<file path="src/hdl/pecap_pkg.sv">
// Package: shared types and constants for the pickup edge capture core.
`default_nettype none
package pecap_pkg;

	localparam int IGN_DEPTH   = 32;
	localparam int SCOPE_DEPTH = 128;

	localparam int IGN_AW   = $clog2(IGN_DEPTH);
	localparam int IGN_CW   = $clog2(IGN_DEPTH + 1);
	localparam int SCOPE_AW = $clog2(SCOPE_DEPTH);
	localparam int SCOPE_CW = $clog2(SCOPE_DEPTH + 1);

	localparam int TS_W          = 32;
	localparam int CNT_W         = 32;
	localparam int IGN_FILL_W    = 6;
	localparam int SCOPE_FILL_W  = 8;
	localparam int SCOPE_ENTRY_W = TS_W + 2;

	localparam logic [TS_W-1:0] MIN_PERIOD_RESET = TS_W'(3000);

	localparam int IN_TDATA_W  = 40;
	localparam int OUT_TDATA_W = 152;

	typedef enum logic [1:0] {
		OP_CH1_EDGE  = 2'd0,
		OP_CH2_EDGE  = 2'd1,
		OP_POP_IGN   = 2'd2,
		OP_POP_SCOPE = 2'd3
	} op_t;

	typedef struct packed {
		logic en;
		logic push;
		logic pop;
	} fifo_ctl_t;

endpackage
`default_nettype wire

</file>
<file path="src/hdl/pecap_ram.sv">
// Generic single-write, single-read RAM with registered read data.
`default_nettype none
module pecap_ram #(
	parameter int WIDTH = 32,
	parameter int DEPTH = 32
) (
	input  wire logic                     clk,
	input  wire logic                     we,
	input  wire logic [$clog2(DEPTH)-1:0] waddr,
	input  wire logic [WIDTH-1:0]         wdata,
	input  wire logic                     re,
	input  wire logic [$clog2(DEPTH)-1:0] raddr,
	output logic      [WIDTH-1:0]         rdata
);

	logic [WIDTH-1:0] mem_q [DEPTH];

	always_ff @(posedge clk) begin
		if (we) begin
			mem_q[waddr] <= wdata;
		end
		if (re) begin
			rdata <= mem_q[raddr];
		end
	end

endmodule
`default_nettype wire

</file>
<file path="src/hdl/pecap_scope_fifo.sv">
// Scope event queue: pointers, fill count, drop detect and entry storage.
`default_nettype none
module pecap_scope_fifo (
	input  wire logic                                clk,
	input  wire logic                                arst_n,
	input  wire pecap_pkg::fifo_ctl_t                ctl,
	input  wire logic [pecap_pkg::SCOPE_ENTRY_W-1:0] push_data,
	output logic                                     pop_hit,
	output logic                                     drop,
	output logic      [pecap_pkg::SCOPE_ENTRY_W-1:0] rd_data,
	output logic      [pecap_pkg::SCOPE_FILL_W-1:0]  fill
);
	import pecap_pkg::*;

	logic [SCOPE_AW-1:0] head_q;
	logic [SCOPE_CW-1:0] count_q;
	logic [SCOPE_CW:0]   tail_sum;
	logic [SCOPE_AW-1:0] tail;
	logic [SCOPE_AW-1:0] head_nxt;
	logic                full;
	logic                do_push;

	assign full     = (count_q == SCOPE_CW'(SCOPE_DEPTH));
	assign do_push  = ctl.en && ctl.push && !full;
	assign drop     = ctl.push && full;
	assign pop_hit  = ctl.pop && (count_q != '0);
	assign tail_sum = (SCOPE_CW+1)'(head_q) + (SCOPE_CW+1)'(count_q);
	assign tail     = (tail_sum >= (SCOPE_CW+1)'(SCOPE_DEPTH)) ?
		SCOPE_AW'(tail_sum - (SCOPE_CW+1)'(SCOPE_DEPTH)) : SCOPE_AW'(tail_sum);
	assign head_nxt = (head_q == SCOPE_AW'(SCOPE_DEPTH - 1)) ? '0 : head_q + SCOPE_AW'(1);
	assign fill     = SCOPE_FILL_W'(count_q);

	always_ff @(posedge clk or negedge arst_n) begin
		if (!arst_n) begin
			head_q  <= '0;
			count_q <= '0;
		end else if (ctl.en) begin
			if (do_push) begin
				count_q <= count_q + SCOPE_CW'(1);
			end else if (pop_hit) begin
				head_q  <= head_nxt;
				count_q <= count_q - SCOPE_CW'(1);
			end
		end
	end

	pecap_ram #(
		.WIDTH(SCOPE_ENTRY_W),
		.DEPTH(SCOPE_DEPTH)
	) u_ram (
		.clk   (clk),
		.we    (do_push),
		.waddr (tail),
		.wdata (push_data),
		.re    (ctl.en && pop_hit),
		.raddr (head_q),
		.rdata (rd_data)
	);

endmodule
`default_nettype wire

</file>
<file path="config.mk">
export PLATFORM = sky130hd
export DESIGN_NAME = pecap_scope_fifo
export DESIGN_NICKNAME = d
export VERILOG_FILES = /design/src/hdl/pecap_pkg.sv /design/src/hdl/pecap_ram.sv /design/src/hdl/pecap_scope_fifo.sv
export SDC_FILE = /design/constraint.sdc
export NUM_CORES = 2
export LEC_CHECK = 0
export CAP_MARGIN = 0
export CORE_MARGIN = 1.5
export CORE_UTILIZATION = 30
export CTS_CLUSTER_SIZE = 28
export DETAILED_ROUTE_END_ITERATION = 12
export DONT_BUFFER_PORTS = 1
export MAX_ROUTING_LAYER = met4
export PLACE_DENSITY = 0.55
export RECOVER_POWER = 100
export SLEW_MARGIN = 10
export SYNTH_ARGS = -nofsm -noshare
export SYNTH_HDL_FRONTEND = slang
export SYNTH_MEMORY_MAX_BITS = 65536
export SYNTH_SLANG_ARGS = --single-unit
</file>
<file path="constraint.sdc">
create_clock -name clk -period 4.5 [get_ports clk]
set_input_delay 0.225 -clock clk [delete_from_list [all_inputs] [get_ports clk]]
set_output_delay 0.225 -clock clk [all_outputs]
set_load 0.02 [all_outputs]
</file>
; Word level (Yosys, flattened, before mapping)
; Memory sizes are Yosys's and may differ from the RTL's. A register that Yosys moved wholly into a read port is not among the register bits.
; Cells that the tools add are included.
[word_totals]
register_bits = 15
latchBits = 0
mem_bits_rw = 4352
romBits = 0
in_bits = 39
word_cells = 28
memories = 1
[classes]
add_sub_neg = 5
n_mul = 0
div = 0
n_lt_le_gt_ge = 1
eq_ne = 2
n_shift = 0
n_mux = 6
bitwise_logic = 1
n_reduce_logical = 10
[memory_table]
columns = name, depth, width, read_ports, rd_ports_with_merged_regs, wr, line_no
row1 = u_ram.mem_q, 128, 34, 1, 1, 1, pecap_ram.sv:16  ; logic [WIDTH-1:0] mem_q [DEPTH];
[ops]
columns = op, count
row1 = two-way mux 8 bit, 2
row2 = two-way mux 7 bit, 2
row3 = adder 7 x 8 -> 9 bit, 1
row4 = greater-or-equal comparator 9 x 8 -> 1 bit (second input constant), 1
row5 = adder 8 x 1 -> 8 bit (second input constant), 1
row6 = equality test 8 bit (second input constant), 1
row7 = nonzero test 8 bit, 1
row8 = subtractor 8 x 1 -> 8 bit (second input constant), 1
row9 = adder 7 x 1 -> 7 bit (second input constant), 1
row10 = equality test 7 bit (second input constant), 1
row11 = subtractor 7 x 1 -> 7 bit (second input constant), 1
row12 = logical AND 1 bit, 5
row13 = AND reduction 3 bit, 1
row14 = two-way mux 1 bit, 2
row15 = AND reduction 2 bit, 1
row16 = nonzero test 2 bit, 1
row17 = zero test 1 bit, 1
row18 = inverter 1 bit, 1

; Depth between registers and ports, before layout
[depth]
depth_word = 5
mapped_depth = 12

; Hierarchy
; Synthesis repeated with hierarchy kept, for this count alone.
[unflattened]
hier_cells = 6483
area_unflattened_um2 = 167569.5
[modules_own_cells]
columns = mod, n_inst, cells_per_inst, area_each_um2, seq_area_each_um2
row1 = pecap_ram, 1, 6353, 166305.8, 131706.3
row2 = pecap_scope_fifo, 1, 130, 1263.7, 375.4

; Worst setup path after synthesis
; Ideal clock, no wire load.
[synth_timing]
path_type = register to register
from = register count_q[0] (netlist: fill[0])
to = memory u_ram.mem_q[80][0] (netlist name), enable pin
setup_time_ns = 0.425
arrival_ns = 3.929
t_required_ns = 4.075
path_slack_ns = 0.146
path_stages_with_launch = 10
synth_period_minus_slack_ns = 4.354
cell_sequence = dfrtp_1 ha_1 fa_1 a21o_1 a21oi_1 nand4b_1 and3_1 clkbuf_1 nand3_1 nor2_1
[synth_between]
elab_chain_len = 5
[synth_lines]
columns = item, line_no
row1 = start: declaration, pecap_scope_fifo.sv:16  ; logic [SCOPE_CW-1:0] count_q;
row2 = start signal: assignment, pecap_scope_fifo.sv:39  ; count_q <= count_q + SCOPE_CW'(1);
row3 = start signal: assignment, pecap_scope_fifo.sv:42  ; count_q <= count_q - SCOPE_CW'(1);
row4 = "parallel branches: the longest is 5 deep, another holds adder 7 x 8 -> 9 bit", -
row5 = end: declaration, pecap_ram.sv:16
; Several ways; the timed one is not identified.

; Worst setup path after layout
[layout_timing]
from = register count_q[0] (netlist: fill[0])
to = memory u_ram.mem_q[24][19] (netlist name), enable pin
; The elaborated chain is that of the path after synthesis.

==> flow_summary.yaml <==
synthesis:
  yosys-top-cells-count: "edfxtp_1 (4386), mux4_2 (937), mux2i_1 (464), nor2_1 (179), a22oi_1 (172)"
  ys_warn_count: 0
  synth.area.top_cells: "edfxtp_1 (78%), mux4_2 (13%), mux2i_1 (2.8%)"
  synth_most_common_cell: "edfxtp_1"
  synth_edf_count: 4386
  synth.largest_area_cell: "edfxtp_1"
  yosysSeqAreaShare: 0.784
  ys_types: 71
  synthCells: 7494
  synth-main-ff-cell: "edfxtp_1"
  synth_top_area_frac: 0.782
  ys_ff_latch: 4401
  avgSynthCellArea_um2: 22.5
  netlist_area_um2: 168000
  synthesis.nets: 7548
  async_flop_share: 0.00341
die:
  die_y_um: 752
  start_util: 0.302
  pin_count: 83
  die_area_um2: 566000
  rows: 274
  die_w_um: 752
  core-area_um2: 558000
detailed_routing:
  ant_nets: 0
  vias: 84500
  firstDrtPassIters: 6
  avgViaCountPerCell: 5.32
  drc: 0
  drt_iter0_drc: 10700
  wl_per_cell_um: 32.6
  routed_wl_um: 517000
worst_setup_path:
  cp.depth: 12
  max_stage_delay_ns: 0.63
  cpMaxStageDelayCell: "nand2_2"
  crit_chain: "clkbuf_1 > nor3_1 > nand3_1 > and3_1 > inv_1 > clkbuf_1 > nor2_1 > clkbuf_1 > nand2_2 > clkbuf_1 > nor2_4 > buf_6"
  crit_type: "flip-flop to flip-flop"
  worstPathArrival_ns: 5.06
  cp-end-kind: "flip-flop"
  reg2reg_depth: 12
  critPathLaunchType: "flip-flop"
  cp_num_buf_inv: 6
  path_delay_family: "buffers and inverters"
  crit_required_ns: 5.09
  path_common_cell: "clkbuf_1"
  path_max_fanout: 34
timing:
  fin_hold_ws_ns: 0.0751
  finalMaxSlewViolations: 4458
  setup_tns_ns: 0
  setup_viol: 0
  worstMarginPinSlew_ns: 3.69
  fmax_mhz: 224
  hold_violations: 0
  slew_headroom: -1.46
  finClkSkew_ns: 0.0749
  rsz0062_at_grt: "no"
  setup_slack_ns: 0.0320
  finalCriticalPeriod_ns: 4.47
  period_share: 0.993
finish:
  fin_nets: 8082
  drive_gt1_frac: 0.255
  final_cells: 15900
  final_cell_area_um2: 195000
  syn2layout_area_growth_pct: 15.8
clock_network:
  numClockSinks: 4401
  cts_tree: "built"
  htree_num_levels: 5
  cts_made_buffers: 446
  cts_root_buf: "clkbuf_16"
  path_clk_slew_ns: 0.06
  clk_latency_ns: 1.04
  postCtsSetupBuffers: 0
  cts_buffer_depth: 4
placed_design:
  io_buffers: 0
  dpl_cell_area_um2: 182000
  hpwlAfterDp_um: 291000
  place_ws_ns: -0.278
  dp_cells: 15000
  place_congestion: 0.824
global_routing:
  grt_pass1_vias: 83900
  grt_pass1_wl_um: 703000
  antenna_found_initial: 42
  track_usage: 0.181
  grt_max_degree: 129
  gr-total-overflow: 0
hold_path:
  hold_depth: 4
  hp-class: "input port to flip-flop"
outcome:
  status: "complete, but fails checks"
  failed_checks: "max-capacitance violations, max-slew violations"
power:
  p_leak_nw: 59.3
  cellPowerDensity_nw_per_um2: 568
  ir_worst_vdd_mv: 0.488
flow_run:
  cap_viol_max_count: 37
## worst reg2reg max path, cell delays in order (launching register included)
cell and delay (ns):
dfrtp_1 0.37, clkbuf_1 0.49, nor3_1 0.17, nand3_1 0.17, and3_1 0.21, inv_1 0.09, clkbuf_1 0.23, nor2_1 0.15
clkbuf_1 0.39, nand2_2 0.63, clkbuf_1 0.44, nor2_4 0.17, buf_6 0.49
## cells in the final DEF, fill, tap and decap left out, types with 72 or more instances in the layout
cell,count
edfxtp_1,4386
mux4_2,937
mux2i_1,464
clkbuf_16,449
buf_4,210
a22oi_1,172
clkinv_1,125
a21oi_1,119
o22ai_1,107
clkbuf_1,103
nand2_1,95
nor2_1,88
nor2_4,83
a211oi_1,83
clkinv_2,77
buf_12,75
clkbuf_4,72
## logic make-up (layout without fill, tap and decap cells)
| family | after synthesis | after routing | synth area share |
|---|---|---|---|
| other | 0 | 29 | 0 |
| AND/OR/NAND/NOR | 411 | 411 | 0.0108 |
| XOR/XNOR | 17 | 17 | 0.000884 |
| AO/OA/AOI/OAI | 807 | 807 | 0.0340 |
| adder cells (fa/ha/maj) | 15 | 15 | 0.00120 |
| multiplexers | 1403 | 1403 | 0.153 |
| buffers and inverters | 440 | 1346 | 0.0155 |
| flip-flops | 4401 | 4401 | 0.784 |
## final timing paths
| check | from | end | slack (ns) |
|---|---|---|---|
| min in group asynchronous | arst_n | fill[7] | 0.36 |
| worst max register to register | fill[0] | u_ram.mem_q[24][19] | 0.03 |
| worst min-delay path | ctl[0] | head_q[2] | 0.08 |
| worst max-delay path | fill[0] | u_ram.mem_q[24][19] | 0.03 |
| max in group asynchronous | arst_n | head_q[3] | 3.37 |
| worst min register to register | fill[7] | fill[7] | 0.70 |
## per-stage QoR
stage          utilization  power (mW)
2_1_floorplan            -        64.3
3_3_place_gp         0.325        74.4
3_5_place_dp         0.326        74.6
4_1_cts              0.354         112
5_1_grt              0.350         114
6_report             0.350         111
## layout make-up
type / count / area, µm²
antenna: 29 / 72.6
clock buffer: 525 / 11500
clock inverter: 295 / 2850
fill: 51300 / 363000
inverter: 10 / 45.0
multi-input combinational: 2653 / 34400
sequential: 4401 / 132000
tap: 7452 / 9320
timing repair buffer: 516 / 4700
## state kept, by name, indices dropped and copies added, names as in the netlist
name	count
u_ram.mem_q	4352
u_ram.rdata	34
fill	8
head_q	7
## metal layers
metal	GRT usage	wire length (µm)	vias up
li1	-	-	33200
met1	0.238	206000	46400
met2	0.291	249000	4145
met3	0.0289	43200	772
met4	0.0545	19400	0
met5	-	0	-
## report_power, final
group / internal [mW] / switching, mW / total [mW]
registers: 46.4 / 0.789 / 47.2
logic: 10.6 / 16.2 / 26.9
clock network: 20.8 / 15.9 / 36.7
## timing repair
action                                  4_1_cts  5_1_grt
resized for setup                             1        3
endpoints found under the setup margin        1        2
hold endpoints to repair                   4390        0
hold buffers                                 75        0
pin swaps                                     0        0
Note: power is estimated with default switching activity, not from simulation.
