File: src/hdl/pecap_pkg.sv
// Package: shared types and constants for the pickup edge capture core.
`default_nettype none
package pecap_pkg;

	localparam int IGN_DEPTH   = 32;
	localparam int SCOPE_DEPTH = 128;

	localparam int IGN_AW   = $clog2(IGN_DEPTH);
	localparam int IGN_CW   = $clog2(IGN_DEPTH + 1);
	localparam int SCOPE_AW = $clog2(SCOPE_DEPTH);
	localparam int SCOPE_CW = $clog2(SCOPE_DEPTH + 1);

	localparam int TS_W          = 32;
	localparam int CNT_W         = 32;
	localparam int IGN_FILL_W    = 6;
	localparam int SCOPE_FILL_W  = 8;
	localparam int SCOPE_ENTRY_W = TS_W + 2;

	localparam logic [TS_W-1:0] MIN_PERIOD_RESET = TS_W'(3000);

	localparam int IN_TDATA_W  = 40;
	localparam int OUT_TDATA_W = 152;

	typedef enum logic [1:0] {
		OP_CH1_EDGE  = 2'd0,
		OP_CH2_EDGE  = 2'd1,
		OP_POP_IGN   = 2'd2,
		OP_POP_SCOPE = 2'd3
	} op_t;

	typedef struct packed {
		logic en;
		logic push;
		logic pop;
	} fifo_ctl_t;

endpackage
`default_nettype wire

File: src/hdl/pecap_ram.sv
// Generic single-write, single-read RAM with registered read data.
`default_nettype none
module pecap_ram #(
	parameter int WIDTH = 32,
	parameter int DEPTH = 32
) (
	input  wire logic                     clk,
	input  wire logic                     we,
	input  wire logic [$clog2(DEPTH)-1:0] waddr,
	input  wire logic [WIDTH-1:0]         wdata,
	input  wire logic                     re,
	input  wire logic [$clog2(DEPTH)-1:0] raddr,
	output logic      [WIDTH-1:0]         rdata
);

	logic [WIDTH-1:0] mem_q [DEPTH];

	always_ff @(posedge clk) begin
		if (we) begin
			mem_q[waddr] <= wdata;
		end
		if (re) begin
			rdata <= mem_q[raddr];
		end
	end

endmodule
`default_nettype wire

File: src/hdl/pecap_ign_fifo.sv
// Ignition event queue: pointers, fill count and timestamp storage.
`default_nettype none
module pecap_ign_fifo (
	input  wire logic                            clk,
	input  wire logic                            arst_n,
	input  wire pecap_pkg::fifo_ctl_t            ctl,
	input  wire logic [pecap_pkg::TS_W-1:0]      push_data,
	output logic                                 pop_hit,
	output logic      [pecap_pkg::TS_W-1:0]      rd_data,
	output logic      [pecap_pkg::IGN_FILL_W-1:0] fill
);
	import pecap_pkg::*;

	logic [IGN_AW-1:0] head_q;
	logic [IGN_CW-1:0] count_q;
	logic [IGN_CW:0]   tail_sum;
	logic [IGN_AW-1:0] tail;
	logic [IGN_AW-1:0] head_nxt;
	logic              full;
	logic              do_push;

	assign full     = (count_q == IGN_CW'(IGN_DEPTH));
	assign do_push  = ctl.en && ctl.push && !full;
	assign pop_hit  = ctl.pop && (count_q != '0);
	assign tail_sum = (IGN_CW+1)'(head_q) + (IGN_CW+1)'(count_q);
	assign tail     = (tail_sum >= (IGN_CW+1)'(IGN_DEPTH)) ?
		IGN_AW'(tail_sum - (IGN_CW+1)'(IGN_DEPTH)) : IGN_AW'(tail_sum);
	assign head_nxt = (head_q == IGN_AW'(IGN_DEPTH - 1)) ? '0 : head_q + IGN_AW'(1);
	assign fill     = IGN_FILL_W'(count_q);

	always_ff @(posedge clk or negedge arst_n) begin
		if (!arst_n) begin
			head_q  <= '0;
			count_q <= '0;
		end else if (ctl.en) begin
			if (do_push) begin
				count_q <= count_q + IGN_CW'(1);
			end else if (pop_hit) begin
				head_q  <= head_nxt;
				count_q <= count_q - IGN_CW'(1);
			end
		end
	end

	pecap_ram #(
		.WIDTH(TS_W),
		.DEPTH(IGN_DEPTH)
	) u_ram (
		.clk   (clk),
		.we    (do_push),
		.waddr (tail),
		.wdata (push_data),
		.re    (ctl.en && pop_hit),
		.raddr (head_q),
		.rdata (rd_data)
	);

endmodule
`default_nettype wire

File: config.mk
export PLATFORM = sky130hd
export DESIGN_NAME = pecap_ign_fifo
export DESIGN_NICKNAME = d
export VERILOG_FILES = /design/src/hdl/pecap_pkg.sv /design/src/hdl/pecap_ram.sv /design/src/hdl/pecap_ign_fifo.sv
export SDC_FILE = /design/constraint.sdc
export NUM_CORES = 1
export LEC_CHECK = 0
export ABC_AREA = 1
export BUFFER_PORTS_ARGS = -buffer_cell sky130_fd_sc_hd__buf_2
export CORE_UTILIZATION = 44
export DETAILED_ROUTE_END_ITERATION = 10
export GPL_TIMING_DRIVEN = 0
export SETUP_SLACK_MARGIN = 0.4
export SLEW_MARGIN = 20
export SYNTH_ARGS = -nofsm -noshare
export SYNTH_HDL_FRONTEND = slang
export SYNTH_SLANG_ARGS = --single-unit
export TNS_END_PERCENT = 5
File: constraint.sdc
create_clock -name clk -period 5.2 [get_ports clk]
set_input_delay 0.52 -clock clk [delete_from_list [all_inputs] [get_ports clk]]
set_output_delay 0.52 -clock clk [all_outputs]
set_load 0.02 [all_outputs]
After elaboration in Yosys (flattened, before gate mapping)
Memory sizes are Yosys's and may differ from the RTL's. A register that Yosys moved wholly into a read port is not among the register bits.
Index checks and enable logic that the tools add are counted.
{ "classes": {"n_addsub": 5, "muxes": 6, "n_lt_le_gt_ge": 1, "n_reduce_logical": 9, "n_bitwise": 1, "eq_ne": 2} }
{ "op_table": {"columns": ["op", "count"], "rows": [
  ["$mux 6", 2],
  ["$mux 5", 2],
  ["$add 5x6->7", 1],
  ["$ge 7x6->1 const B", 1],
  ["$add 6x1->6 const B", 1],
  ["$eq 6x6->1 const B", 1],
  ["$reduce_bool 6->1", 1],
  ["$sub 6x1->6 const B", 1],
  ["$add 5x1->5 const B", 1],
  ["$eq 5x5->1 const B", 1],
  ["$sub 5x1->5 const B", 1],
  ["$logic_and 1x1->1", 4],
  ["$reduce_and 3->1", 1],
  ["$mux 1", 2],
  ["$reduce_and 2->1", 1],
  ["$reduce_bool 2->1", 1],
  ["$logic_not 1->1", 1],
  ["$not 1->1", 1]
]} }
{ "totals": {"mem_count": 1, "regBits": 11, "word_cells": 27, "ram_bits": 1024} }
{ "mem_list": {"columns": ["memory", "words", "word_bits", "read_ports", "rd_ports_with_merged_regs", "write_ports", "line", "text"], "rows": [
  ["u_ram.mem_q", 32, 32, 1, 1, 1, "pecap_ram.sv:16", "logic [WIDTH-1:0] mem_q [DEPTH];"]
]} }

Logic depth before layout (Yosys ltp)
{ "logic_depth": {"word_depth": 5, "mapped_depth": 15, "mapped_depth_nobuf": 15} }

Cells and area by module
From an unflattened synthesis, not the netlist that was laid out.
{ "hier_totals": {"hier_cells": 3654, "hier_area_um2": 43661.9} }
{ "by_module_without_submodules": {"columns": ["module", "seq_area_each_um2", "area_each_um2", "n_inst", "cells_per_inst"], "rows": [
  ["pecap_ram", 31710.4, 42726.0, 1, 3536],
  ["pecap_ign_fifo", 275.3, 935.9, 1, 118]
]} }

Worst setup path before layout
OpenSTA, ideal clock, no wires.
{ "synth_timing": {"path_type": "register -> register", "startpoint": "register count_q[0], in the netlist fill[0]", "endpoint": "memory u_ram.mem_q[12][0] (enable)", "synth_period_minus_slack_ns": 3.488, "setup_time_ns": 0.421, "path_buffers": 0, "t_arrival_ns": 3.067, "stages_incl_launch_ff": 10, "setup_slack_ns": 1.712, "path_cell_list": "dfrtp_1 ha_1 fa_1 nand3_1 nand2_1 nand2_1 nand2_1 inv_1 nand3_1 nor2_1"} }
{ "synth_between": {"elab_chain_len": 5, "elab_cells_between_ends": 9, "cone_classes": "add/sub (2); order compare (1); eq/ne (1); mux (3); reduce/logical (2)"} }
{ "synth_rtl": {"columns": ["item", "line", "text"], "rows": [
  ["from (decl)", "pecap_ign_fifo.sv:15", "logic [IGN_CW-1:0] count_q;"],
  ["from (signal assigned)", "pecap_ign_fifo.sv:37", "count_q <= count_q + IGN_CW'(1);"],
  ["from (signal assigned)", "pecap_ign_fifo.sv:40", "count_q <= count_q - IGN_CW'(1);"],
  ["parallel branches: the longest is 5 deep, another holds $add 5x6->7", null, null],
  ["to (decl)", "pecap_ram.sv:16", null]
]} }
Parallel ways; which one is timed is not known.

Worst setup path in the final report
{ "layout_timing": {"startpoint": "register count_q[1], in the netlist fill[1]", "endpoint": "memory u_ram.mem_q[2][10] (enable)"} }
The elaborated chain is that of the path after synthesis.

==> results by group <==
Run status
  – Outcome: finished clean

Drt
  – Drt first pass iters: 6
  – Residual antenna-violating net count after detailed routing: 0
  – # DRC: 0
  – Vias post-DR: 29.5k
  – Vias per cell: 5.35
  – Overall routed net length: 130 mm
  – First-iteration detailed-routing DRC count: 3574
  – Drt wl/cell: 23.6 um

Worst setup path
  – Top cell family by delay on the critical path: simple AND/OR/NAND/NOR gates
  – WP depth: 7
  – Worst r2r path cells: 7
  – Crit-path cells: nor2_1 -> nand3_1 -> nand2_1 -> inv_1 -> nand3_1 -> nor2_4 -> buf_16
  – Number of buffers and inverters on the critical path: 2
  – Reg-to-reg setup timing slack: 1.46 ns
  – Capturing instance or port of the critical path: u_ram.mem_q[2][10]$_DFFE_PP_
  – Critical path endpoint category: register
  – Endpoint of the worst-slack reg-to-reg timing path: u_ram.mem_q[2][10]$_DFFE_PP_
  – Reg2reg start: fill[1]$_DFFE_PN0P_
  – Most frequent cell on the critical path: nand3_1
  – Path type of the worst setup path: reg -> reg
  – Critical path's largest stage delay: 0.95 ns
  – Startpoint type of the worst setup path: register
  – Critical path fanouts, max: 17
  – CP Data Required Time: 5.60 ns
  – Slowest-stage cell, CP: nor2_4
  – Startpoint of the most critical setup path: fill[1]$_DFFE_PN0P_
  – Data arrival time of the critical path: 4.14 ns

Floorplan
  – Die outline height: 317 um
  – Number of placement rows: 115
  – Total Die Area: 0.101 mm^2
  – Num ports: 76
  – Initial Utilization: 0.445
  – DIE WIDTH: 317 um
  – Area of the placeable core: 0.0984 mm^2

Clock network
  – Clock transition at the registers of the reported paths: 0.06 ns
  – Worst skew pair latency: 0.72 ns
  – Clk root buf: clkbuf_16
  – Clock tree from TritonCTS: done
  – Buffers from clock root to sink, at most: 3
  – Number of CTS-inserted buffers: 108
  – Number of levels the H-tree was split into: 3
  – Clock Sink Count: 1067
  – Post-CTS setup buffer count: 0

Synthesis
  – Post-synthesis mux area share: 0
  – Total of flip-flops plus latches after synthesis: 1067
  – Syn nets: 3953
  – Most numerous cell in the Yosys netlist: nand2_1
  – Number of synthesized flops with an enable pin: 1056
  – Synthesized-area fraction occupied by ao, oa, aoi and oai cells: 0.0233
  – Average instance area after synthesis: 11.2 um^2
  – Portion of synthesized cell area occupied by the leading cell type: 0.724
  – Post-synthesis share of cell area spent on and, or, nand and nor gates: 0.201
  – Cell types with the highest counts after synthesis: nand2_1 (1289), edfxtp_1 (1056), nand3_1 (472), nor2_1 (423), inv_1 (215)
  – Cell taking the most area after synthesis: edfxtp_1
  – Share of synthesized cell area in full adder, half adder and majority cells: 0.00377
  – Share of flip-flops with an asynchronous set or reset after synthesis: 0.0103
  – Dominant combinational cell family by area after synthesis: simple AND/OR/NAND/NOR gates
  – Netlist area before placement: 0.0438 mm^2
  – Post-Synth XOR/XNOR Area: 0.00140
  – Number of warnings reported in the yosys synthesis log: 0
  – Count of mapped cells out of synthesis: 3904
  – Cells taking the most area after synthesis: edfxtp_1 (72%), nand2_1 (11%), nand3_1 (5.4%), nor2_1 (3.6%), inv_1 (1.8%)
  – Netlist cell types: 22
  – Sequential cell area fraction in the yosys report: 0.730
  – Most used flip-flop cell after synthesis: edfxtp_1

Timing
  – Final setup violating endpoints: 0
  – Final Hold Viols: 0
  – Setup TNS: 0 ns
  – Setup repair after global routing missed its margin: no
  – Period Utilization, post-route: 0.719
  – Pin slew with the least headroom to its limit: 1.16 ns
  – Setup clock skew after layout: 0.0469 ns
  – Headroom to the max-slew limit: 0.224
  – FMAX: 267 MHz
  – Fin worst setup slack: 1.46 ns
  – Final slew viol count: 0
  – Post-layout min period: 3.74 ns

Place
  – Post-detailed-placement half-perimeter wirelength: 87.9 mm
  – Number of port buffers: 75
  – Placed Instance Area: 0.0468 mm^2
  – Placer's final routability congestion estimate: 0.916
  – Pre-CTS setup slack: 1.58 ns

Power and ir drop
  – Clock group share of total power: 0.266
  – Sequential Power Share: 0.384
  – Power density over the cells: 549 mW/mm^2
  – Portion of total power attributed to combinational logic: 0.350
  – Leak pwr: 18.8 nW
  – NetSw: 10.9 mW
  – Switching share of total power: 0.395
  – Power Internal: 16.6 mW
  – Final Total Pwr: 27.5 mW
  – Largest vdd supply drop: 0.333 mV

Global routing
  – First-pass GRT wire length: 187 mm
  – Total routing resource utilization after global routing: 0.256
  – Most Used Layer, Global Route: met2
  – Overflow after GRT: 0
  – Maximum number of pins on one net before global-route repair: 33
  – Antenna violations before repair: 11
  – GR Util met3: 0.0352
  – Routing usage on met2: 0.416
  – Vias in the first global route: 28.0k
  – Global-route met1 utilization: 0.350

Cells and area
  – Synthesis-to-layout area growth: 14.3%
  – Final Instance Area: 0.0501 mm^2
  – Fraction of layout instances using a drive strength above 1: 0.0840
  – Number of nets in the finished design: 4172

Worst hold path
  – Worst Hold Class: in -> async

Flow run
  – Max Cap Viol: 0
-- registers in the layout, indices dropped and copies added, names as in the netlist --
signal       cells
fill             6
u_ram.mem_q   1024
head_q           5
u_ram.rdata     32
-- final cells by class --
cell class,count,area (um^2)
fill,8629,48300
sequential,1067,32000
multi-input combinational,2409,10300
clock buffer,137,2810
tap,1287,1610
timing repair buffer,109,1140
buffer,210,936
inverter,218,818
clock inverter,63,477
antenna,2,5.00
-- layer usage --
metal | part of all wire | vias to the layer above
met1 | 0.41 | 14400
met5 | 0.00010 | -
met2 | 0.47 | 1228
li1 | - | 13600
met3 | 0.082 | 217
met4 | 0.038 | 2
-- placed cells by master (no fill, tap or decap), types with 3 or more instances in the layout --
cell | synthesis | layout
clkinv_2 | 0 | 19
inv_2 | 3 | 4
buf_16 | 0 | 12
clkbuf_16 | 0 | 108
clkbuf_1 | 106 | 133
xnor2_1 | 3 | 3
nor2_1 | 423 | 391
nand2_1 | 1289 | 1289
dfrtp_1 | 11 | 11
clkinv_1 | 0 | 31
nor2_4 | 0 | 32
buf_12 | 0 | 21
clkinv_16 | 0 | 3
buf_4 | 14 | 14
bufinv_16 | 0 | 3
a21oi_1 | 70 | 70
buf_6 | 4 | 4
o21ai_0 | 132 | 132
xor2_1 | 4 | 4
buf_2 | 50 | 125
buf_1 | 36 | 36
edfxtp_1 | 1056 | 1056
nand3_1 | 472 | 472
inv_1 | 215 | 214
ha_1 | 10 | 10
-- power by group through the flow --
stage	sequential, mW	clock [mW]	combinational (mW)
after floorplan	10.8	0	5.18
after global placement	10.8	0	9.04
after detailed placement	10.7	0	9.49
after CTS	10.5	7.36	9.53
after global routing	10.6	7.66	10.4
final	10.5	7.32	9.63
-- worst min-delay path by stage --
stage,startpoint,to,slack (ns),depth (start not counted)
3_3_place_gp,arst_n,fill[4]$_DFFE_PN0P_,0.43,1
2_1_floorplan,arst_n,fill[0]$_DFFE_PN0P_,0.22,0
5_1_grt,arst_n,head_q[4]$_DFFE_PN0P_,0.26,2
4_1_cts,arst_n,head_q[4]$_DFFE_PN0P_,0.21,2
6_report,arst_n,head_q[3]$_DFFE_PN0P_,0.23,2
3_5_place_dp,arst_n,fill[4]$_DFFE_PN0P_,0.44,1
-- worst reg2reg max path, cell delays in order (launching register included) --
cell,delay (ns)
dfrtp_1,0.63
nor2_1,0.11
nand3_1,0.12
nand2_1,0.24
inv_1,0.30
nand3_1,0.82
nor2_4,0.95
buf_16,0.27
-- cell families after synthesis --
logic type | after synthesis
fa+ha+maj | 12
compound gates | 203
simple gates | 2187
xor+xnor | 7
flops | 1067
buf+inv | 428
-- stage by stage --
stage               instances   util  hold WS (ns)
global route             5500  0.509         0.257
CTS                      5500  0.509         0.211
floorplan                3904      -         0.224
detailed placement       5299  0.475         0.436
global placement         5266  0.465         0.433
finish                   5502  0.509         0.232
-- what timing repair did --
action,4_1_cts,5_1_grt
endpoints found under the hold margin,11,0
hold buffers,1,0
resized for setup,0,0
setup endpoints to repair,0,0
(Power assumes the default switching activity.)
