**src/hdl/pecap_pkg.sv**
```systemverilog
// Package: shared types and constants for the pickup edge capture core.
`default_nettype none
package pecap_pkg;

	localparam int IGN_DEPTH   = 32;
	localparam int SCOPE_DEPTH = 128;

	localparam int IGN_AW   = $clog2(IGN_DEPTH);
	localparam int IGN_CW   = $clog2(IGN_DEPTH + 1);
	localparam int SCOPE_AW = $clog2(SCOPE_DEPTH);
	localparam int SCOPE_CW = $clog2(SCOPE_DEPTH + 1);

	localparam int TS_W          = 32;
	localparam int CNT_W         = 32;
	localparam int IGN_FILL_W    = 6;
	localparam int SCOPE_FILL_W  = 8;
	localparam int SCOPE_ENTRY_W = TS_W + 2;

	localparam logic [TS_W-1:0] MIN_PERIOD_RESET = TS_W'(3000);

	localparam int IN_TDATA_W  = 40;
	localparam int OUT_TDATA_W = 152;

	typedef enum logic [1:0] {
		OP_CH1_EDGE  = 2'd0,
		OP_CH2_EDGE  = 2'd1,
		OP_POP_IGN   = 2'd2,
		OP_POP_SCOPE = 2'd3
	} op_t;

	typedef struct packed {
		logic en;
		logic push;
		logic pop;
	} fifo_ctl_t;

endpackage
`default_nettype wire

```
**src/hdl/pecap_monitor.sv**
```systemverilog
// Edge monitor: period anchor, anomaly check, strobes and event counters.
`default_nettype none
module pecap_monitor (
	input  wire logic                         clk,
	input  wire logic                         arst_n,
	input  wire logic                         en,
	input  wire pecap_pkg::op_t               op,
	input  wire logic [pecap_pkg::TS_W-1:0]   ts,
	input  wire logic                         lvl,
	input  wire logic [pecap_pkg::TS_W-1:0]   min_period,
	input  wire logic                         scope_drop,
	output logic                              ch1_fall,
	output logic                              ch2_fall,
	output logic      [pecap_pkg::CNT_W-1:0]  anomaly_cnt,
	output logic      [pecap_pkg::CNT_W-1:0]  total_cnt,
	output logic      [pecap_pkg::CNT_W-1:0]  overrun_cnt
);
	import pecap_pkg::*;

	logic [TS_W-1:0]  anchor_q;
	logic             await_q;
	logic [CNT_W-1:0] anom_q;
	logic [CNT_W-1:0] total_q;
	logic [CNT_W-1:0] drops_q;
	logic [TS_W-1:0]  dt;
	logic             early;
	logic             is_edge;

	assign is_edge  = (op == OP_CH1_EDGE) || (op == OP_CH2_EDGE);
	assign ch1_fall = (op == OP_CH1_EDGE) && !lvl;
	assign ch2_fall = (op == OP_CH2_EDGE) && !lvl;
	assign dt       = ts - anchor_q;
	assign early    = (anchor_q != '0) && (dt < min_period);

	assign anomaly_cnt = anom_q;
	assign total_cnt   = total_q;
	assign overrun_cnt = drops_q;

	always_ff @(posedge clk or negedge arst_n) begin
		if (!arst_n) begin
			anchor_q <= '0;
			await_q  <= 1'b0;
			anom_q   <= '0;
			total_q  <= '0;
			drops_q  <= '0;
		end else if (en) begin
			if (ch1_fall) begin
				if (early) begin
					anom_q <= anom_q + CNT_W'(1);
				end else begin
					anchor_q <= ts;
				end
				await_q <= 1'b1;
			end
			if (ch2_fall) begin
				if (!await_q) begin
					anom_q <= anom_q + CNT_W'(1);
				end
				await_q <= 1'b0;
			end
			if (is_edge) begin
				total_q <= total_q + CNT_W'(1);
			end
			if (scope_drop) begin
				drops_q <= drops_q + CNT_W'(1);
			end
		end
	end

endmodule
`default_nettype wire
```
**config.mk**
```make
export PLATFORM = sky130hd
export DESIGN_NAME = pecap_monitor
export DESIGN_NICKNAME = d
export VERILOG_FILES = /design/src/hdl/pecap_pkg.sv /design/src/hdl/pecap_monitor.sv
export SDC_FILE = /design/constraint.sdc
export NUM_CORES = 1
export LEC_CHECK = 0
export BUFFER_PORTS_ARGS = -buffer_cell sky130_fd_sc_hd__buf_2
export CAP_MARGIN = 20
export CORE_UTILIZATION = 40
export CTS_CLUSTER_DIAMETER = 60
export DETAILED_ROUTE_END_ITERATION = 10
export GPL_TIMING_DRIVEN = 1
export HOLD_SLACK_MARGIN = 0.06
export PLACE_DENSITY = 0.6
export SETUP_SLACK_MARGIN = 0.02
export SYNTH_ARGS = -nofsm -noshare
export SYNTH_HDL_FRONTEND = slang
export SYNTH_SLANG_ARGS = --single-unit
```
**constraint.sdc**
```tcl
create_clock -name clk -period 6.9 [get_ports clk]
set_input_delay 1.035 -clock clk [delete_from_list [all_inputs] [get_ports clk]]
set_output_delay 1.035 -clock clk [all_outputs]
set_load 0.02 [all_outputs]
```
# Word level (Yosys, flattened, before mapping)

Index checks and enable logic that the tools add are counted.

Bits in registers: 129
Bits of input ports: 71

$add $sub $neg: 4
Order comparisons: 1
Eq/ne operators: 1
Muxes and demuxes: 6
Bitwise gates (word level): 1
Reduce and logical (&&, ||, !) cells: 12

Operators by type and width:

| kind                                                                  | count |
|---|---|
| 32-bit 2-to-1 mux                                                     | 4 |
| 32-bit by 1-bit adder with 32-bit output, second input constant       | 3 |
| 32-bit < comparator                                                   | 1 |
| 32-bit nonzero test                                                   | 1 |
| 32-bit subtractor                                                     | 1 |
| 2-bit AND reduction                                                   | 3 |
| 1-bit logical AND                                                     | 3 |
| 3-bit AND reduction                                                   | 1 |
| 2-bit by 1-bit equality test with 1-bit output, second input constant | 1 |
| 2-bit zero test                                                       | 1 |
| 1-bit 2-to-1 mux                                                      | 2 |
| 2-bit nonzero test                                                    | 1 |
| 1-bit zero test                                                       | 1 |
| 1-bit logical OR                                                      | 1 |
| 1-bit inverter                                                        | 1 |

# Logic depth before layout (Yosys ltp)

Gate-level depths: netlist (run 1).

Depth in word-level cells: 7
Gate-level depth with buffers: 24

# Least setup slack after synthesis (run 1)

No wires, ideal clock.

Kind: input-to-reg
Start point: input port ts[1] in the netlist's numbering
End point: register anom_q[22], in the netlist anomaly_cnt[22]
Setup time: 0.129 ns
Arrival: 5.313 ns
Required time: 6.771 ns
Setup slack: 1.457 ns
Stages: 20
Cells stage by stage: ha_1 nor2b_1 o31a_1 o31a_1 a221o_1 a31o_2 o211ai_2 a41oi_1 or3_1 o311ai_1 ha_1 a21oi_1 nor2b_1 o21ai_0 o21ai_0 a2111oi_1 a32o_1 nand3_2 or4_1 xnor2_1

Word-level cells in the longest chain between the ends: 7

Ends and longest elaborated chain:

| item                  | line                | RTL |
|---|---|---|
| start, declared       | pecap_monitor.sv:8  | `input wire logic [pecap_pkg::TS_W-1:0] ts,` |
| 32-bit subtractor *   | pecap_monitor.sv:32 | `assign dt = ts - anchor_q;` |
| 32-bit < comparator * | pecap_monitor.sv:33 | `assign early = (anchor_q != '0) && (dt < min_period);` |
| 1-bit logical AND *   | pecap_monitor.sv:33 |  |
| 32-bit 2-to-1 mux *   | pecap_monitor.sv:48 | `if (early) begin` |
| 32-bit 2-to-1 mux *   | pecap_monitor.sv:47 | `if (ch1_fall) begin` |
| 32-bit 2-to-1 mux     | pecap_monitor.sv:56 | `if (!await_q) begin` |
| 32-bit 2-to-1 mux *   | pecap_monitor.sv:55 | `if (ch2_fall) begin` |
| end signal, assigned  | pecap_monitor.sv:49 | `anom_q <= anom_q + CNT_W'(1);` |
| end signal, assigned  | pecap_monitor.sv:57 | `anom_q <= anom_q + CNT_W'(1);` |
| end, declared         | pecap_monitor.sv:22 | `logic [CNT_W-1:0] anom_q;` |

Every way passes the cells marked *; elsewhere a longest branch is shown, timed or not.
A chain may end at the register's enable or synchronous reset.

# Worst setup path after layout (run 1)

Ends and elaborated chain as after synthesis.

==> results.toml, run 1 <==
[run_status]
status = "finished, final reports clean"

[synth]
synth_mux_area_share_pct = 0.725
ys_seq_area_share_pct = 41.5
syn_area_mm2 = 0.00777
syn_nets = 974
synth-adder-area-share_pct = 10.7
yosys_warnings = 0
ys_ff_latch = 129
synth_compound_area_share_pct = 11.4
async_reset_ff_share_pct = 100
postSynthAreaPerCell_um2 = 9.28
synthCells = 837
ys_types = 46
synth_top_family_by_area = "simple AND/OR/NAND/NOR gates"
synth-edff-count = 0
ys.flop_type = "dfrtp_1"
synthXorXnorAreaFrac_pct = 13.4
synth_simple_gate_area_share_pct = 17.9

[timing]
hold_violations = 0
drv_slew = 0
post-route-min-period_ns = 6.00
setup_viol = 0
worstMarginPinSlew_ns = 0.882
layout_worst_path_cycle_share_pct = 87.0
fmax_mhz = 167
rsz0062_at_grt = "no"
layout_setup_ws_ns = 0.899
slew_headroom_pct = 41.2
fin_skew_ns = 0.0126
tns_ns = 0
holdWs_ns = 0.463

[power]
clock_power_share_pct = 25.6
leakage_uw = 0.00486
power.total_uw = 3470
p_comb_share_pct = 45.2
power.density_mw_per_mm2 = 364
intPower_uw = 2130
irDropWorstVdd_v = 0.000170
sequentialPowerShare_pct = 29.1
sw_frac_of_total_pct = 38.7
switchingPower_uw = 1340

[cts]
cts_made_buffers = 17
clk_latency_ns = 0.42
post_cts_buffers = 0
cts-hold-fix-buffers = 0
clk_pin_slew_ns = 0.06
htree_levels = 4
numClockSinks = 129
cts_resized = 0
cts.path.max_buffers = 2
cts_tree = "built"
cts_root_buf = "clkbuf_16"

[setup_path]
worstPathArrival_ns = 6.30
crit_chain = "buf_2 -> ha_1 -> nor2b_1 -> o31a_1 -> o31a_1 -> a221o_1 -> a31o_2 -> o211ai_2 -> a41oi_1 -> or3_1 -> o311ai_1 -> ha_1 -> a21oi_1 -> nor2b_1 -> o21ai_0 -> o21ai_0 -> a2111oi_1 -> buf_4 -> a32o_1 -> nand3_2 -> or4_1 -> xnor2_1"
reg2reg_depth = 22
end_kind = "register"
crit_slowest_cell = "or4_1"
startpoint_type = "primary input"
cp_max_fo = 9
critPathKind = "primary input to register"
required_ns = 7.20
slowest_delay_ns = 0.46

[global_routing]
grt_pass1_vias = 6186
grt_pass1_wl_um = 30000
grt_start_max_net_pins = 71
grt_use_total_pct = 18.8
grt-ovfl-total = 0
antenna_found_initial = 1

[detailed_routing]
drtIter0Drc = 205
num_vias = 6414
drt_first_pass_iters = 4
vias_per_cell = 4.96
drc_errors = 0
ant_nets = 0
totalWireLength_um = 17900
wl_per_cell_um = 13.8

[floorplan]
die-area_mm2 = 0.0200
core-area_mm2 = 0.0189
fp-row-count = 50
die_height_um = 141
start_util_pct = 41.1
die_w_um = 141
ioPinCount = 169

[hold_path]
worstHoldPathCells = 1
min_path_type = "register to register"

[run]
cap_violations = 0

[placement]
dpl.hpwl_um = 13800
numPortBuffers = 168
gp_congestion = 0.866
pre_cts_ws_ns = 0.513

[layout]
post-route-util_pct = 50.5
final_nets = 1156
syn2layout_area_growth_pct = 22.7
fill_cells = 1863
layout_commonest_cell = "buf_2"
final_cell_mix = "buf_2, dfrtp_1, xnor2_1"
drive_gt1_share_pct = 20.6
## layer usage
layer	track usage (%)	share of wire, %
met3	4.12	4.7
met5	0	0.062
met2	30.3	45
met4	6.40	1.8
met1	25.1	49
## path summary, 6_finish.rpt
path	slack, ns	startpoint	endpoint
worst max register to register	1.18	anchor_q[1]	anomaly_cnt[22]
worst max-delay path	0.90	ts[1]	anomaly_cnt[22]
worst min register to register	0.46	total_cnt[31]	total_cnt[31]
min in group asynchronous	0.58	arst_n	total_cnt[29]
max in group asynchronous	5.03	arst_n	anomaly_cnt[24]
worst min-delay path	0.46	total_cnt[31]	total_cnt[31]
## cells in the mapped netlist (2+ instances only)
master / number / area, um^2
a211oi_1: 5 / 37.5
a21o_1: 17 / 128
a21oi_1: 29 / 145
a31oi_1: 5 / 31.3
and2_1: 9 / 56.3
and3_1: 20 / 125
and4_1: 3 / 26.3
clkbuf_1: 8 / 30.0
dfrtp_1: 129 / 3230
ha_1: 65 / 813
inv_1: 80 / 300
mux2_2: 5 / 56.3
nand2_1: 84 / 315
nand2b_1: 5 / 31.3
nand3_1: 38 / 190
nand4_1: 30 / 188
nor2_1: 60 / 225
nor2b_1: 7 / 43.8
nor3_1: 10 / 50.1
nor4_1: 12 / 75.1
o211ai_1: 2 / 15.0
o21a_1: 10 / 75.1
o21ai_0: 51 / 255
o21bai_1: 4 / 30.0
o31a_1: 4 / 35.0
or3_1: 8 / 50.1
xnor2_1: 87 / 762
xor2_1: 32 / 280
## critical path, delay by kind of cell
family	cells	cell delay [ns]
xor gates and xnor gates	1	0.15
and+or+nand+nor	5	1.25
buffers and inverters	2	0.35
AOI/OAI and AO/OA	12	2.92
adders and majority gates	2	0.60
## layout make-up
| class | instances | area [um^2] | share of cell area (%) |
|---|---|---|---|
| Inverter | 80 | 300 | 3.15 |
| Clock inverter | 14 | 155 | 1.63 |
| Clock buffer | 18 | 429 | 4.50 |
| Antenna cell | 1 | 2.50 | 0.0262 |
| Timing Repair Buffer | 172 | 877 | 9.20 |
| Sequential cell | 129 | 3230 | 33.8 |
| Tap cell | 260 | 325 | 3.41 |
| Multi-Input combinational cell | 619 | 4220 | 44.2 |
## power groups by stage
stage          sequential (uW)  clock [uW]  combinational (uW)
5_1_grt                   1030         944                1790
3_5_place_dp              1020           0                1570
3_3_place_gp              1020           0                1550
4_1_cts                   1010         911                1580
6_report                  1010         889                1570
2_1_floorplan             1050           0                1140
## sequential cells by signal, indices dropped and copies added, names as in the netlist
register and flops:
anchor_q 32, anomaly_cnt 32, overrun_cnt 32, total_cnt 32
await_q 1
## cell families after synthesis
| logic type | count (synthesis) |
|---|---|
| and+or+nand+nor | 288 |
| AOI/OAI and AO/OA | 141 |
| DFF | 129 |
| xor gates and xnor gates | 119 |
| buffers and inverters | 89 |
| adders and majority gates | 66 |
| muxes | 5 |
## metrics by stage
step / instance area (um^2) / instances
5_1_grt: 9540 / 1292
4_1_cts: 9540 / 1292
6_report: 9540 / 1293
3_5_place_dp: 8950 / 1260
3_3_place_gp: 8950 / 1260
2_1_floorplan: 7770 / 837
(Power assumes the default switching activity.)
==> inputs of run 2 (changes only) <==
--- a/config.mk
+++ b/config.mk
@@ -13,6 +13,7 @@
 export GPL_TIMING_DRIVEN = 1
 export HOLD_SLACK_MARGIN = 0.06
 export PLACE_DENSITY = 0.6
+export REMOVE_ABC_BUFFERS = 1
 export SETUP_SLACK_MARGIN = 0.02
 export SYNTH_ARGS = -nofsm -noshare
 export SYNTH_HDL_FRONTEND = slang
==> results.toml, run 2 (same netlist as run 1, synthesis figures left out) <==
[run_status]
status = "finished, final reports clean"

[layout]
drive_gt1_share_pct = 20.7
fill_cells = 1856
syn2layout_area_growth_pct = 23.1
final_cell_area_mm2 = 0.00956
final_nets = 1157
layout_commonest_cell = "buf_2"
seq_area_mm2 = 0.00323
final_cell_mix = "buf_2, dfrtp_1, xnor2_1"
antenna_cells = 0
multiInputGateArea_mm2 = 0.00422

[timing]
setup_viol = 0
fmax_mhz = 170
drv_slew = 0
holdWs_ns = 0.458
layout_worst_path_cycle_share_pct = 85.1
rsz0062_at_grt = "no"
hold_violations = 0
worstMarginPinSlew_ns = 0.915
slew_headroom_pct = 39.0
post-route-min-period_ns = 5.87
fin_skew_ns = 0.0115

[placement]
place_area_mm2 = 0.00895
dpl.hpwl_um = 14000
gp_congestion = 0.845
numPortBuffers = 168

[global_routing]
grt_use_total_pct = 19.2
grt_pass1_vias = 6218
grt_pass1_wl_um = 30400
grt_start_max_net_pins = 71
grt-ovfl-total = 0
antenna_found_initial = 0

[floorplan]
start_util_pct = 41.1
die_height_um = 141
core-area_mm2 = 0.0189
die-area_mm2 = 0.0200
ioPinCount = 169
fp-row-count = 50
die_w_um = 141

[cts]
cts_tree = "built"
cts_root_buf = "clkbuf_16"
cts.path.max_buffers = 2
clk_pin_slew_ns = 0.06
numClockSinks = 129
htree_levels = 4
clk_latency_ns = 0.43
cts-hold-fix-buffers = 0
post_cts_buffers = 0
cts_resized = 0
cts_made_buffers = 17

[setup_path]
crit_slowest_cell = "or4_1"
required_ns = 7.20
critPathKind = "primary input to register"
startpoint_type = "primary input"
worstPathArrival_ns = 6.18
end_kind = "register"
crit_buf_inv = 2
crit_chain = "buf_2 -> ha_1 -> nor2b_1 -> o31a_1 -> o31a_1 -> a221o_1 -> a31o_2 -> o211ai_2 -> a41oi_1 -> or3_1 -> o311ai_1 -> ha_1 -> a21oi_1 -> nor2b_1 -> o21ai_0 -> o21ai_0 -> a2111oi_1 -> buf_4 -> a32o_1 -> nand3_2 -> or4_1 -> xnor2_1"
path_delay_family = "compound AO/OA/AOI/OAI gates"
cp_max_fo = 6
slowest_delay_ns = 0.46

[detailed_routing]
totalWireLength_um = 18200
drc_errors = 0
drt_first_pass_iters = 5
drtIter0Drc = 260
wl_per_cell_um = 14.1
num_vias = 6455
ant_nets = 0
vias_per_cell = 4.99

[power]
switchingPower_uw = 1350
leakage_uw = 0.00488
sw_frac_of_total_pct = 38.4
sequentialPowerShare_pct = 28.6
irDropWorstVdd_v = 0.000211
clock_power_share_pct = 26.8
p_comb_share_pct = 44.6
intPower_uw = 2170
power.density_mw_per_mm2 = 368

[run]
cap_violations = 0

[hold_path]
min_path_type = "register to register"
[run 2: layout make-up]
type,instances,area share [%]
Clock buffer,18,4.49
Clock inverter,14,1.88
Inverter,80,3.14
Multi-Input combinational cell,619,44.1
Sequential cell,129,33.8
Tap cell,260,3.40
Timing Repair Buffer,173,9.21
[run 2: layer usage]
metal	track usage [%]	part of all wire, %	routed length [um]	vias up
li1	-	-	-	3260
met3	4.12	4.6	843	12
met1	26.2	49	9010	3039
met2	30.8	45	8260	144
met5	0	0	0	-
met4	5.43	0.76	138	0
[run 2: power by group through the flow]
stage,clock network [uW],logic [uW],registers (uW)
final,943,1570,1010
after global routing,992,1790,1030
after CTS,963,1570,1010
after detailed placement,0,1570,1020
after global placement,0,1550,1020
after floorplan,0,1130,1050
[run 2: metrics by stage]
step / TNS, ns / total power, uW / utilization, % / std cells / setup slack, ns
after CTS: 0 / 3550 / 50.6 / 1293 / 1.07
after floorplan: -14.85 / 2180 / - / 828 / -0.608
after global routing: 0 / 3810 / 50.6 / 1293 / 0.717
final: 0 / 3520 / 50.6 / 1293 / 1.03
after global placement: 0 / 2570 / 47.4 / 1261 / 0.675
after detailed placement: 0 / 2590 / 47.4 / 1261 / 0.634
[run 2: worst register-to-register path, cell delays in order, from the launching register on]
cell,delay (ns)
dfrtp_1,0.38
inv_1,0.11
ha_1,0.23
nor2b_1,0.14
o31a_1,0.27
o31a_1,0.32
a221o_1,0.40
a31o_2,0.26
o211ai_2,0.19
a41oi_1,0.20
or3_1,0.38
o311ai_1,0.09
ha_1,0.29
a21oi_1,0.15
nor2b_1,0.06
o21ai_0,0.19
o21ai_0,0.12
a2111oi_1,0.34
buf_4,0.20
a32o_1,0.33
nand3_2,0.20
or4_1,0.46
xnor2_1,0.14
[run 2: path summary, 6_finish.rpt]
check                               from               to  slack [ns]  cells past startpoint
setup / recovery                   ts[1]  anomaly_cnt[22]        1.03                     22
hold / removal             total_cnt[31]    total_cnt[31]        0.46                      1
setup reg to reg             anchor_q[1]  anomaly_cnt[22]        1.31                     22
hold reg to reg            total_cnt[31]    total_cnt[31]        0.46                      1
max in group asynchronous         arst_n   anomaly_cnt[2]        4.86                      2
min in group asynchronous         arst_n  overrun_cnt[29]        0.73                      1
